**src/rtl/core/cbpa_pkg.sv**
```systemverilog
// Shared types and constants for the chunked byte-presence averager.
package cbpa_pkg;

    // Item kinds carried on the input channel.
    localparam logic KIND_START = 1'b0;
    localparam logic KIND_BYTE  = 1'b1;

    // Fixed sizes of the byte histogram and the buffer length limit.
    localparam int BYTE_VALUES = 256;
    localparam int BYTE_W      = 8;
    localparam int COUNT_W     = 9;
    localparam int LEN_W       = 17;
    localparam int SUM_W       = 25;

    localparam logic [LEN_W-1:0] MAX_BUFFER_BYTES = 17'd65536;
    localparam logic [LEN_W-1:0] SAMPLE_RESET     = 17'd512;

    // Input beat.
    typedef struct packed {
        logic                 kind;
        logic [BYTE_W-1:0]    byte_value;
        logic [LEN_W-1:0]     buffer_length;
    } item_t;

    // Output beat.
    typedef struct packed {
        logic [COUNT_W-1:0]   average_present;
        logic [LEN_W-1:0]     chunk_count;
    } result_t;

    // Control from the chunk sequencer to the histogram.
    typedef struct packed {
        logic                 upd;
        logic                 clear;
        logic [BYTE_W-1:0]    addr;
        logic [COUNT_W-1:0]   thr;
    } hist_ctl_t;

endpackage

```
**src/rtl/core/cbpa_ram.sv**
```systemverilog
// Generic single-port-write, single-port-read RAM with a registered read.
module cbpa_ram #(
    parameter int WIDTH = 9,
    parameter int DEPTH = 256
) (
    input  logic                     clk,
    input  logic                     we,
    input  logic [$clog2(DEPTH)-1:0] waddr,
    input  logic [WIDTH-1:0]         wdata,
    input  logic                     re,
    input  logic [$clog2(DEPTH)-1:0] raddr,
    output logic [WIDTH-1:0]         rdata
);

    logic [WIDTH-1:0] mem [DEPTH];
    logic [WIDTH-1:0] rdata_reg;

    // Write port.
    always_ff @(posedge clk)
    begin
        if (we)
        begin
            mem[waddr] <= wdata;
        end
    end

    // Read port; data appears the cycle after the address.
    always_ff @(posedge clk)
    begin
        if (re)
        begin
            rdata_reg <= mem[raddr];
        end
    end

    assign rdata = rdata_reg;

endmodule

```
**src/rtl/core/cbpa_hist.sv**
```systemverilog
// Byte histogram: RAM with per-entry valid bits, read-modify-write and forwarding.
module cbpa_hist
    import cbpa_pkg::*;
(
    input  logic              clk,
    input  logic              rst_n,
    input  logic              rd_en,
    input  logic [BYTE_W-1:0] rd_addr,
    input  hist_ctl_t         ctl,
    output logic              present_inc
);

    logic [BYTE_VALUES-1:0] valid_reg, valid_next;
    logic                   fwd_valid_reg, fwd_valid_next;
    logic [BYTE_W-1:0]      fwd_addr_reg, fwd_addr_next;
    logic [COUNT_W-1:0]     fwd_data_reg, fwd_data_next;
    logic [COUNT_W-1:0]     rdata;
    logic [COUNT_W-1:0]     cur_count;
    logic [COUNT_W-1:0]     new_count;
    logic                   wr_en;

    cbpa_ram #(
        .WIDTH (COUNT_W),
        .DEPTH (BYTE_VALUES)
    ) u_ram (
        .clk   (clk),
        .we    (wr_en),
        .waddr (ctl.addr),
        .wdata (new_count),
        .re    (rd_en),
        .raddr (rd_addr),
        .rdata (rdata)
    );

    // Current count: an entry not written in this chunk reads as zero, and a
    // write at the edge of the read is taken from the forwarding register.
    always_comb
    begin
        if (!valid_reg[ctl.addr])
        begin
            cur_count = '0;
        end
        else if (fwd_valid_reg && (fwd_addr_reg == ctl.addr))
        begin
            cur_count = fwd_data_reg;
        end
        else
        begin
            cur_count = rdata;
        end
    end

    // Saturating increment and threshold detection.
    always_comb
    begin
        new_count   = cur_count + COUNT_W'(1);
        wr_en       = ctl.upd && (cur_count < ctl.thr);
        present_inc = wr_en && (new_count >= ctl.thr);
    end

    // Valid bits and forwarding state.
    always_comb
    begin
        valid_next     = valid_reg;
        fwd_valid_next = fwd_valid_reg;
        fwd_addr_next  = fwd_addr_reg;
        fwd_data_next  = fwd_data_reg;
        if (wr_en)
        begin
            valid_next[ctl.addr] = 1'b1;
            fwd_valid_next       = 1'b1;
            fwd_addr_next        = ctl.addr;
            fwd_data_next        = new_count;
        end
        if (ctl.clear)
        begin
            valid_next = '0;
        end
    end

    always_ff @(posedge clk or negedge rst_n)
    begin
        if (!rst_n)
        begin
            valid_reg     <= '0;
            fwd_valid_reg <= 1'b0;
        end
        else
        begin
            valid_reg     <= valid_next;
            fwd_valid_reg <= fwd_valid_next;
        end
    end

    always_ff @(posedge clk)
    begin
        fwd_addr_reg <= fwd_addr_next;
        fwd_data_reg <= fwd_data_next;
    end

endmodule

```
**src/rtl/core/cbpa_div.sv**
```systemverilog
// Restoring divider giving a 9-bit quotient, one bit per cycle.
module cbpa_div
    import cbpa_pkg::*;
(
    input  logic               clk,
    input  logic               rst_n,
    input  logic               start,
    input  logic [SUM_W-1:0]   dividend,
    input  logic [LEN_W-1:0]   divisor,
    output logic               busy,
    output logic               done,
    output logic [COUNT_W-1:0] quotient
);

    localparam int STEP_W = $clog2(COUNT_W);

    logic                busy_reg, busy_next;
    logic                done_reg, done_next;
    logic [STEP_W-1:0]   step_reg, step_next;
    logic [SUM_W-1:0]    rem_reg, rem_next;
    logic [SUM_W-1:0]    dsh_reg, dsh_next;
    logic [COUNT_W-1:0]  q_reg, q_next;

    // One quotient bit per cycle, divisor shifted down from the top bit.
    always_comb
    begin
        busy_next = busy_reg;
        done_next = 1'b0;
        step_next = step_reg;
        rem_next  = rem_reg;
        dsh_next  = dsh_reg;
        q_next    = q_reg;
        if (start)
        begin
            busy_next = 1'b1;
            step_next = STEP_W'(COUNT_W - 1);
            rem_next  = dividend;
            dsh_next  = {divisor, {(SUM_W - LEN_W){1'b0}}};
            q_next    = '0;
        end
        else if (busy_reg)
        begin
            if (rem_reg >= dsh_reg)
            begin
                rem_next = rem_reg - dsh_reg;
                q_next   = {q_reg[COUNT_W-2:0], 1'b1};
            end
            else
            begin
                q_next   = {q_reg[COUNT_W-2:0], 1'b0};
            end
            dsh_next = dsh_reg >> 1;
            if (step_reg == '0)
            begin
                busy_next = 1'b0;
                done_next = 1'b1;
            end
            else
            begin
                step_next = step_reg - STEP_W'(1);
            end
        end
    end

    always_ff @(posedge clk or negedge rst_n)
    begin
        if (!rst_n)
        begin
            busy_reg <= 1'b0;
            done_reg <= 1'b0;
            step_reg <= '0;
        end
        else
        begin
            busy_reg <= busy_next;
            done_reg <= done_next;
            step_reg <= step_next;
        end
    end

    always_ff @(posedge clk)
    begin
        rem_reg <= rem_next;
        dsh_reg <= dsh_next;
        q_reg   <= q_next;
    end

    assign busy     = busy_reg | done_reg;
    assign done     = done_reg;
    assign quotient = q_reg;

endmodule

```
**src/rtl/core/chunked_byte_presence_averager.sv**
```systemverilog
// Top level of the chunked byte-presence averager.
//
//  Channel  | Signals                         | Beat contents
//  ---------+---------------------------------+---------------------------------
//  item     | item_valid, item_stall, item    | kind, byte_value, buffer_length
//  result   | result_valid, result_stall,     | average_present, chunk_count
//           | result                          |
//  config   | cfg_wen, cfg_wdata              | nominal chunk length in bytes
//
// Data beats are taken one per cycle while item_stall is low: the histogram read
// is issued as the beat is taken and the count is written back the next cycle,
// with forwarding between neighbouring beats that hit the same byte value.
// The last byte of a buffer, or a start beat of zero length, starts a division of
// the present sum by the chunk count, one quotient bit per cycle; input stalls
// from that launch through the quotient bits and the output load, and then until
// the result beat is taken.
// Reset is asynchronous and active low; no clearing pass is needed, as the
// histogram entries carry valid bits that are cleared at each chunk opening.
// A stalled result holds its value while the input side keeps stalling.
module chunked_byte_presence_averager
    import cbpa_pkg::*;
(
    input  logic             clk,
    input  logic             rst_n,
    input  logic             item_valid,
    output logic             item_stall,
    input  item_t            item,
    output logic             result_valid,
    input  logic             result_stall,
    output result_t          result,
    input  logic             cfg_wen,
    input  logic [LEN_W-1:0] cfg_wdata
);

    logic               in_accept;
    logic               out_accept;

    logic [LEN_W-1:0]   sample_reg;
    logic               s1_valid_reg;
    item_t              s1_item_reg;

    logic [LEN_W-1:0]   active_reg, active_next;
    logic [LEN_W-1:0]   buf_left_reg, buf_left_next;
    logic [LEN_W-1:0]   chunk_left_reg, chunk_left_next;
    logic [COUNT_W-1:0] thr_reg, thr_next;
    logic [COUNT_W-1:0] present_reg, present_next;
    logic [SUM_W-1:0]   sum_reg, sum_next;
    logic [LEN_W-1:0]   done_cnt_reg, done_cnt_next;
    logic [LEN_W-1:0]   count_hold_reg;

    logic               res_valid_reg;
    result_t            res_reg;

    hist_ctl_t          hctl;
    logic               present_inc;

    logic               launch;
    logic [SUM_W-1:0]   launch_sum;
    logic [LEN_W-1:0]   launch_n;

    logic               div_busy;
    logic               div_done;
    logic [COUNT_W-1:0] div_q;

    logic               open_en;
    logic [LEN_W-1:0]   open_rem;
    logic [LEN_W-1:0]   open_s;
    logic [LEN_W-1:0]   open_len;
    logic [LEN_W-1:0]   start_s;
    logic [LEN_W-1:0]   start_len;
    logic [COUNT_W-1:0] present_upd;
    logic [LEN_W-1:0]   buf_dec;
    logic [LEN_W-1:0]   chunk_dec;

    assign in_accept  = item_valid && !item_stall;
    assign out_accept = res_valid_reg && !result_stall;

    // No new beat while a result is being formed or waits to be taken.
    assign item_stall = launch || div_busy || res_valid_reg;

    // Sample size register.
    always_ff @(posedge clk or negedge rst_n)
    begin
        if (!rst_n)
        begin
            sample_reg <= SAMPLE_RESET;
        end
        else if (cfg_wen)
        begin
            sample_reg <= cfg_wdata;
        end
    end

    // Stage register holding the beat whose histogram read is in flight.
    always_ff @(posedge clk or negedge rst_n)
    begin
        if (!rst_n)
        begin
            s1_valid_reg <= 1'b0;
        end
        else
        begin
            s1_valid_reg <= in_accept;
        end
    end

    always_ff @(posedge clk)
    begin
        if (in_accept)
        begin
            s1_item_reg <= item;
        end
    end

    cbpa_hist u_hist (
        .clk         (clk),
        .rst_n       (rst_n),
        .rd_en       (in_accept),
        .rd_addr     (item.byte_value),
        .ctl         (hctl),
        .present_inc (present_inc)
    );

    // Start beat: zero sample size acts as one, and the length is clamped.
    always_comb
    begin
        start_s   = (sample_reg == '0) ? LEN_W'(1) : sample_reg;
        start_len = (s1_item_reg.buffer_length > MAX_BUFFER_BYTES) ?
                    MAX_BUFFER_BYTES : s1_item_reg.buffer_length;
        present_upd = present_reg + COUNT_W'(present_inc);
        buf_dec     = buf_left_reg - LEN_W'(1);
        chunk_dec   = (chunk_left_reg != '0) ? (chunk_left_reg - LEN_W'(1)) : '0;
    end

    // Chunk sequencer.
    always_comb
    begin
        active_next     = active_reg;
        buf_left_next   = buf_left_reg;
        chunk_left_next = chunk_left_reg;
        thr_next        = thr_reg;
        present_next    = present_reg;
        sum_next        = sum_reg;
        done_cnt_next   = done_cnt_reg;
        hctl            = '0;
        hctl.addr       = s1_item_reg.byte_value;
        hctl.thr        = thr_reg;
        launch          = 1'b0;
        launch_sum      = '0;
        launch_n        = LEN_W'(1);
        open_en         = 1'b0;
        open_rem        = '0;
        open_s          = active_reg;

        if (s1_valid_reg)
        begin
            if (s1_item_reg.kind == KIND_START)
            begin
                active_next   = start_s;
                done_cnt_next = '0;
                sum_next      = '0;
                buf_left_next = start_len;
                open_en       = 1'b1;
                open_rem      = start_len;
                open_s        = start_s;
                if (start_len == '0)
                begin
                    launch = 1'b1;
                end
            end
            else if (buf_left_reg != '0)
            begin
                hctl.upd        = 1'b1;
                present_next    = present_upd;
                buf_left_next   = buf_dec;
                chunk_left_next = chunk_dec;
                if (chunk_dec == '0)
                begin
                    sum_next      = sum_reg + SUM_W'(present_upd);
                    done_cnt_next = done_cnt_reg + LEN_W'(1);
                    if (buf_dec == '0)
                    begin
                        launch     = 1'b1;
                        launch_sum = sum_next;
                        launch_n   = done_cnt_next;
                    end
                    else
                    begin
                        open_en  = 1'b1;
                        open_rem = buf_dec;
                    end
                end
            end
        end

        // Chunk opening: the last chunk takes the rest once two would not fit.
        open_len = ({1'b0, open_rem} < {open_s, 1'b0}) ? open_rem : open_s;
        if (open_en)
        begin
            chunk_left_next = open_len;
            thr_next        = open_len[LEN_W-1:BYTE_W];
            present_next    = '0;
            hctl.clear      = 1'b1;
        end
    end

    always_ff @(posedge clk or negedge rst_n)
    begin
        if (!rst_n)
        begin
            active_reg     <= '0;
            buf_left_reg   <= '0;
            chunk_left_reg <= '0;
            thr_reg        <= '0;
            present_reg    <= '0;
            sum_reg        <= '0;
            done_cnt_reg   <= '0;
        end
        else
        begin
            active_reg     <= active_next;
            buf_left_reg   <= buf_left_next;
            chunk_left_reg <= chunk_left_next;
            thr_reg        <= thr_next;
            present_reg    <= present_next;
            sum_reg        <= sum_next;
            done_cnt_reg   <= done_cnt_next;
        end
    end

    cbpa_div u_div (
        .clk      (clk),
        .rst_n    (rst_n),
        .start    (launch),
        .dividend (launch_sum),
        .divisor  (launch_n),
        .busy     (div_busy),
        .done     (div_done),
        .quotient (div_q)
    );

    // Chunk count travels alongside the division.
    always_ff @(posedge clk)
    begin
        if (launch)
        begin
            count_hold_reg <= launch_n;
        end
    end

    // Output register.
    always_ff @(posedge clk or negedge rst_n)
    begin
        if (!rst_n)
        begin
            res_valid_reg <= 1'b0;
        end
        else if (div_done)
        begin
            res_valid_reg <= 1'b1;
        end
        else if (out_accept)
        begin
            res_valid_reg <= 1'b0;
        end
    end

    always_ff @(posedge clk)
    begin
        if (div_done)
        begin
            res_reg.average_present <= div_q;
            res_reg.chunk_count     <= count_hold_reg;
        end
    end

    assign result_valid = res_valid_reg;
    assign result       = res_reg;

    // A result is only started when the divider and output are free.
    a_launch_free: assert property (@(posedge clk) disable iff (!rst_n)
        launch |-> (!div_busy && !res_valid_reg))
        else $error("result started while divider or output busy");

    // The divider finishes only into an empty output register.
    a_done_empty: assert property (@(posedge clk) disable iff (!rst_n)
        div_done |-> !res_valid_reg)
        else $error("division finished over a waiting result");

    // A result never carries a zero chunk count or an average above 256.
    a_result_range: assert property (@(posedge clk) disable iff (!rst_n)
        res_valid_reg |-> ((res_reg.chunk_count != '0)
                           && (res_reg.average_present <= COUNT_W'(BYTE_VALUES))))
        else $error("result out of range");

    // A taken beat is processed in the following cycle.
    a_stage_follow: assert property (@(posedge clk) disable iff (!rst_n)
        in_accept |=> s1_valid_reg)
        else $error("accepted beat not staged");

endmodule
```
**config.mk**
```make
export PLATFORM = sky130hd
export DESIGN_NAME = chunked_byte_presence_averager
export DESIGN_NICKNAME = d
export VERILOG_FILES = /design/src/rtl/core/cbpa_pkg.sv /design/src/rtl/core/cbpa_ram.sv /design/src/rtl/core/cbpa_hist.sv /design/src/rtl/core/cbpa_div.sv /design/src/rtl/core/chunked_byte_presence_averager.sv
export SDC_FILE = /design/constraint.sdc
export NUM_CORES = 2
export LEC_CHECK = 0
export BUFFER_PORTS_ARGS = -buffer_cell sky130_fd_sc_hd__buf_2
export CELL_PAD_IN_SITES_DETAIL_PLACEMENT = 1
export CELL_PAD_IN_SITES_GLOBAL_PLACEMENT = 2
export CORE_AREA = 2 2 804 486
export CTS_CLUSTER_SIZE = 24
export DETAILED_ROUTE_END_ITERATION = 16
export DIE_AREA = 0 0 806 488
export PLACE_DENSITY_LB_ADDON = 0.3
export SYNTH_ARGS = -nofsm -noshare
export SYNTH_HDL_FRONTEND = slang
export SYNTH_SLANG_ARGS = --single-unit
```
**constraint.sdc**
```tcl
create_clock -name clk -period 15 [get_ports clk]
set_input_delay 2.25 -clock clk [delete_from_list [all_inputs] [get_ports clk]]
set_output_delay 2.25 -clock clk [all_outputs]
set_load 0.01 [all_outputs]
```
Yosys cells after proc, flatten, opt, wreduce, memory -nomap -nowiden
Memories as Yosys holds them, arrays and structs flattened. A register that Yosys moved wholly into a read port is not among the register bits.
Index checks and enable logic that the tools add are counted.
- $add $sub $neg: 8
- order comparisons: 7
- eq/ne operators: 4
- multiplexer cells: 79
- bitwise gates (word level): 2
- reductions and logical operators: 29
- operators by type and width (kind ; number):
    $mux W256 ; 2
    $mux W17 ; 25
    $mux W25 ; 13
    $or A256 B256 Y256 ; 1
    $logic_not A17 Y1 ; 4
    $mux W9 ; 6
    $reduce_bool A17 Y1 ; 2
    $sub A17 B1 Y17 const B ; 2
    $mux W1 ; 28
    $add A25 B9 Y25 ; 1
    $ge A25 B25 Y1 ; 1
    $sub A25 B25 Y25 ; 1
    $lt A17 B18 Y1 ; 1
    $add A17 B1 Y17 const B ; 1
    $gt A17 B17 Y1 const B ; 1
    $reduce_bool A2 Y1 ; 7
    $mux W4 ; 3
    $add A9 B1 Y9 ; 1
    $add A9 B1 Y9 const B ; 1
    $ge A9 B9 Y1 ; 1
    $lt A8 B9 Y1 const B ; 1
    $lt A9 B9 Y1 ; 1
    $bmux W1 S8 ; 1
    $demux W1 S8 ; 1
    other kinds (12) ; 23
- register bits after elaboration: 538
- bits in writable memories: 2304
- bits of input ports: 48
- output and inout bits: 28
- word-level logic and storage cells: 157
- memories kept: 1
- memory list (name ; words ; bits a word ; read ports ; clocked after memory_dff ; wr ports ; line ; source):
    u_hist.u_ram.mem ; 256 ; 9 ; 1 ; 1 ; 1 ; cbpa_ram.sv:15 ; logic [WIDTH-1:0] mem [DEPTH];

Longest topological paths before layout
- depth after elaboration: 15
- mapped depth: 38
- mapped depth without buffers: 35

Modules after synthesis
Synthesis repeated with hierarchy kept, for this count alone.
- cell total of the unflattened synthesis: 7014
- area total of the unflattened synthesis: 117371.3 um2
- by module, submodules not included (module ; times used ; cells each ; area an instance (um2) ; sequential area each (um2)):
    cbpa_ram ; 1 ; 4237 ; 89368.2 ; 69456.6
    cbpa_hist ; 1 ; 1282 ; 13242.7 ; 6941.7
    chunked_byte_presence_averager ; 1 ; 1050 ; 10566.4 ; 5326.4
    cbpa_div ; 1 ; 445 ; 4194.0 ; 1751.7

Worst setup path before layout
No wires, ideal clock.
- path type: flip-flop to flip-flop
- from: register s1_item_reg (netlist bit hctl[10])
- to: register u_div.rem_reg[21], data pin
- library setup time: 0.271 ns
- arrival: 15.724 ns
- required time: 14.729 ns
- slack: -0.995 ns
- stages on the path, launching flop included: 35
- path buffers: 3
- clock period less this slack: 15.995 ns
- cell sequence: edfxtp_1 -> clkbuf_1 -> clkbuf_1 -> clkbuf_1 -> mux4_2 -> a221oi_1 -> o22ai_1 -> nor4_1 -> mux2_2 -> or2_2 -> inv_1 -> ha_1 -> xor2_1 -> ha_1 -> o21a_1 -> o21ai_0 -> nand2b_1 -> a21oi_1 -> nor2b_1 -> o21ai_0 -> nand2_1 -> and3_1 -> ha_1 -> ha_1 -> nand3_1 -> nor2_1 -> xor2_1 -> ha_1 -> o21ai_0 -> a31o_2 -> o21ai_0 -> nor2b_1 -> and4_1 -> xnor2_1 -> o22ai_1
- longest elaborated chain between the ends: 15
- elaborated cells between the ends (all ways): 19
- those cells by class: 3 x add/sub; 2 x order compare; 1 x eq/ne; 10 x mux; 3 x reduce/logical
- ends and longest elaborated chain (what ; line ; source):
    start: declaration ; chunked_byte_presence_averager.sv:40 ; item_t s1_item_reg;
    start signal: assignment ; chunked_byte_presence_averager.sv:111 ; s1_item_reg <= item;
    parallel branches: the longest is 3 deep, another holds $bmux W1 S8 ; n/a ;
    $mux W9 (*) ; cbpa_hist.sv:39 ; if (!valid_reg[ctl.addr])
    $add A9 B1 Y9 (*) ; cbpa_hist.sv:56 ; new_count = cur_count + COUNT_W'(1);
    named net u_hist.new_count[0] ; cbpa_hist.sv:19 ; logic [COUNT_W-1:0] new_count;
    $ge A9 B9 Y1 (*) ; cbpa_hist.sv:58 ; present_inc = wr_en && (new_count >= ctl.thr);
    $logic_and A1 B1 Y1 (*) ; cbpa_hist.sv:58 ;
    $add A9 B1 Y9 (*) ; chunked_byte_presence_averager.sv:130 ; present_upd = present_reg + COUNT_W'(present_inc);
    $add A25 B9 Y25 (*) ; chunked_byte_presence_averager.sv:179 ; sum_next = sum_reg + SUM_W'(present_upd);
    $mux W25 (*) ; chunked_byte_presence_averager.sv:181 ; if (buf_dec == '0)
    $mux W25 (*) ; chunked_byte_presence_averager.sv:177 ; if (chunk_dec == '0)
    $mux W25 (*) ; chunked_byte_presence_averager.sv:171 ; else if (buf_left_reg != '0)
    $mux W25 (*) ; chunked_byte_presence_averager.sv:157 ; if (s1_item_reg.kind == KIND_START)
    $mux W25 (*) ; chunked_byte_presence_averager.sv:155 ; if (s1_valid_reg)
    $mux W25 (*) ; cbpa_div.sv:33 ; if (start)
    named net u_div.rem_next[21] ; cbpa_div.sv:20 ; logic [SUM_W-1:0] rem_reg, rem_next;
    end signal: assignment ; cbpa_div.sv:83 ; rem_reg <= rem_next;
    end: declaration ; cbpa_div.sv:20 ;
Mark *: on every way through the listed nets, which the timed path passes. The select of a mux whose other input is x is not followed.
A chain may end at the register's enable or synchronous reset.

Worst setup path in the final report
- from: register s1_item_reg (netlist bit hctl[9])
- to: register u_div.rem_reg[20], data pin
- longest elaborated chain between the ends: 15
- elaborated cells between the ends (all ways): 19
- those cells by class: 3 x add/sub; 2 x order compare; 1 x eq/ne; 10 x mux; 3 x reduce/logical
- ends and longest elaborated chain (what ; line ; source):
    parallel branches: the longest is 3 deep, another holds $bmux W1 S8 ; n/a ;
    $mux W9 (*) ; cbpa_hist.sv:39 ;
    $lt A9 B9 Y1 (*) ; cbpa_hist.sv:57 ; wr_en = ctl.upd && (cur_count < ctl.thr);
    $logic_and A1 B1 Y1 (*) ; cbpa_hist.sv:57 ;
    named net u_hist.u_ram.we ; cbpa_ram.sv:7 ; input logic we,
    $logic_and A1 B1 Y1 (*) ; cbpa_hist.sv:58 ;
    $add A9 B1 Y9 (*) ; chunked_byte_presence_averager.sv:130 ;
    $add A25 B9 Y25 (*) ; chunked_byte_presence_averager.sv:179 ;
    $mux W25 (*) ; chunked_byte_presence_averager.sv:181 ;
    $mux W25 (*) ; chunked_byte_presence_averager.sv:177 ;
    $mux W25 (*) ; chunked_byte_presence_averager.sv:171 ;
    $mux W25 (*) ; chunked_byte_presence_averager.sv:157 ;
    $mux W25 (*) ; chunked_byte_presence_averager.sv:155 ;
    $mux W25 (*) ; cbpa_div.sv:33 ;
    named net u_div.rem_next[20] ; cbpa_div.sv:20 ;
Marks and branches as above.

==> run metrics <==
share of Yosys cell area claimed by the top area cell type=63.55%; net count after synthesis=6092; CTS H-tree depth=5; Max transition margin=11.77%; cts repair resizes=0; Final Skew=0.06387 ns; Async SR Flop Fraction=13.78%; flip-flop count of the largest register, all copies and words added=2304; Max-cap violations=0; first-pass GRT wire length=between 400000 and 500000 um; total power=16.96 mW; Pins Over Slew Limit=0; Hold Crit Class=reg2reg; die area=393300 sq um; CP required=15.59 ns; share of the clock period used by the worst path after layout=about three quarters; largest cells by area after synthesis=edfxtp_1, mux4_2, dfrtp_1, o21a_1, nor2_1; sequential fraction of the synthesis area=72.38%; top-count cell post-synth=edfxtp_1; total number of clock tree sinks=2851; power density relative to cell area=128.0 nW/um^2; die boundary width=between 800 and 900 um; Synthesis Warnings=0; clock transition time at the flip-flop clock pins of the worst setup and hold paths=0.07 ns; Worst-Margin Slew=1.322 ns; Crit path arrival time=12.07 ns; die extent in y=488 um; final critical-path required period=11.48 ns; Remaining DRCs=0; maximum number of pins on one net before global-route repair=185; number of instances in the synthesized netlist=a little under 6000; library cell occupying the most area in the post-synthesis netlist=edfxtp_1; Total Nets Final=6337; register bit count reported by yosys=2851; TritonCTS Buffers=277; post-route standard cell area excluding fillers=around 130000 sq um; launch instance of the worst min-delay path=count_hold_reg[2]; Final Hold Viols=0; number of nets still failing antenna checks after routing=0; # hold bufs at CTS=0; post-synthesis cell type count=85; run status=finished clean; maximum net fanout on the critical path=33; insertion delay of the later-clocked pin in the worst-skew pair=0.92 ns; crit end category=flop; Avg Inst Size Synth=19.34 sq um; Lkg Pwr=43.70 nW; antenna violations before repair=31; most frequent cells after synthesis=edfxtp_1, mux4_2, dfrtp_1, nor2_1, o21a_1; standard cell with the maximum stage delay on the critical path=nor3_2; Post CTS Setup Buffer Count=0; clock buffer depth=4; initial core utilization=29.90%; # port buffers=75; RSZ-0062 raised after global routing=false; share of final-layout standard cells stronger than drive strength 1=between 20% and 30%; top_reg_cell synth=edfxtp_1; category of the most critical setup path=reg2reg; type of origin of the critical path=flop; first-iteration detailed-routing DRC count=6714; Final HPWL DP=222200 um; longest individual stage delay on the worst path=0.83 ns; GRT Util Overall=between 10% and 20%; routed via count=slightly above 60000; CTS tree=done; maximum clock rate=87.12 MHz; summed negative setup slack over all endpoints=0 ns; Layout Area Growth over Synthesis=14.86%; cell chosen for the clock root=clkbuf_16; number of iterations in the first detailed-routing pass=5; placeable core area=385800 sq um; VDD IR max=~0.10 mV; source of the worst register-to-register timing path=hctl[9]; Congestion Overflow GR=0; vias in the first global route=62150; routed via count divided by cell count=5.217; Routed Wire Length=347600 um; number of placement rows=around 180; EDFF count, synth=2441; worst setup slack for register-to-register paths=3.52 ns; GP Congestion=0.7988; cell area after placement=123700 sq um; Setup-failing EPs final=0; Filler Cell Count=38300; average detailed-routed wire length per instance=around 30 um; top-level port count=76; Critical path origin=hctl[9]; mapped cell area=approximately 120000 sq um
worst max-delay path: cells and delay by family, from the launching register on:
family / cells / cell delay, ns
compound gates: 14 / 4.12
xor+xnor: 2 / 0.34
fa+ha+maj: 4 / 0.97
buf+inv: 3 / 1.26
flops: 1 / 0.36
mux: 2 / 1.19
simple gates: 8 / 2.86
final timing paths:
| kind | to | depth (start not counted) |
|---|---|---|
| max | u_div.rem_reg[20] | 33 |
| min | result[2] | 0 |
| max reg2reg | u_div.rem_reg[20] | 33 |
| min reg2reg | result[2] | 0 |
| max in group asynchronous | u_hist.valid_reg[36] | 4 |
| min in group asynchronous | active_reg[13] | 1 |
layer usage:
| layer | track usage [%] | routed length (um) | up-vias |
|---|---|---|---|
| met3 | 5.171 | 30360 | 387 |
| met2 | 23.32 | 139000 | 1938 |
| met5 | 0.4776 | 321 | - |
| li1 | - | - | 24830 |
| met1 | 27.74 | 171500 | 33420 |
| met4 | 3.310 | 6400 | 12 |
layout make-up:
class | count | area [sq um] | area share (%)
clock inverter | 152 | 1441 | 1.088
clock buffer | 336 | 7363 | 5.558
multi-input combinational | 2690 | 31120 | 23.49
antenna | 4 | 10.01 | 0.007556
inverter | 85 | 319.1 | 0.2408
sequential | 2851 | 83480 | 63.01
timing repair buffer | 305 | 2253 | 1.701
tap | 5191 | 6495 | 4.903
report_power, final:
| part | switching [mW] | internal [mW] |
|---|---|---|
| Clock | 3.15 | 3.92 |
| Combinational | 0.755 | 0.384 |
| Sequential | 0.0839 | 8.68 |
| Total | 3.98 | 13.0 |
per-stage QoR:
| step | instances | hold WS, ns | utilization, % | setup WS, ns |
|---|---|---|---|---|
| after floorplan | 5965 | 0.4003 | - | 0.08396 |
| after global placement | 11120 | 0.4071 | 32.05 | 3.541 |
| after detailed placement | 11120 | 0.4063 | 32.05 | 3.473 |
| after CTS | 11610 | 0.3957 | 34.34 | 3.397 |
| after global routing | 11610 | 0.4107 | 34.34 | 2.543 |
| final | 11610 | 0.3943 | 34.34 | 3.522 |
kinds of logic after synthesis:
| family | after synthesis | synth area share, % |
|---|---|---|
| flops | 2851 | 72.38 |
| xor+xnor | 89 | 0.6758 |
| fa+ha+maj | 79 | 0.8700 |
| mux | 921 | 16.78 |
| buf+inv | 424 | 1.477 |
| simple gates | 914 | 3.673 |
| compound gates | 687 | 4.144 |
cell usage in the layout (no fill, tap or decap), types with 25 or more instances in the layout:
cell	count
a21o_1	38
a21oi_1	88
a22oi_1	38
buf_2	68
buf_4	224
clkbuf_1	47
clkbuf_16	285
clkinv_1	52
clkinv_2	44
dfrtp_1	392
edfxtp_1	2441
ha_1	76
inv_1	83
mux2_2	62
mux2i_1	53
mux4_2	804
nand2_1	211
nand2b_1	25
nand3_1	52
nor2_1	232
nor2_2	100
nor3_1	80
o21a_1	271
o21ai_0	88
o22ai_1	39
xnor2_1	54
xor2_1	34
Note: power is estimated with default switching activity, not from simulation.
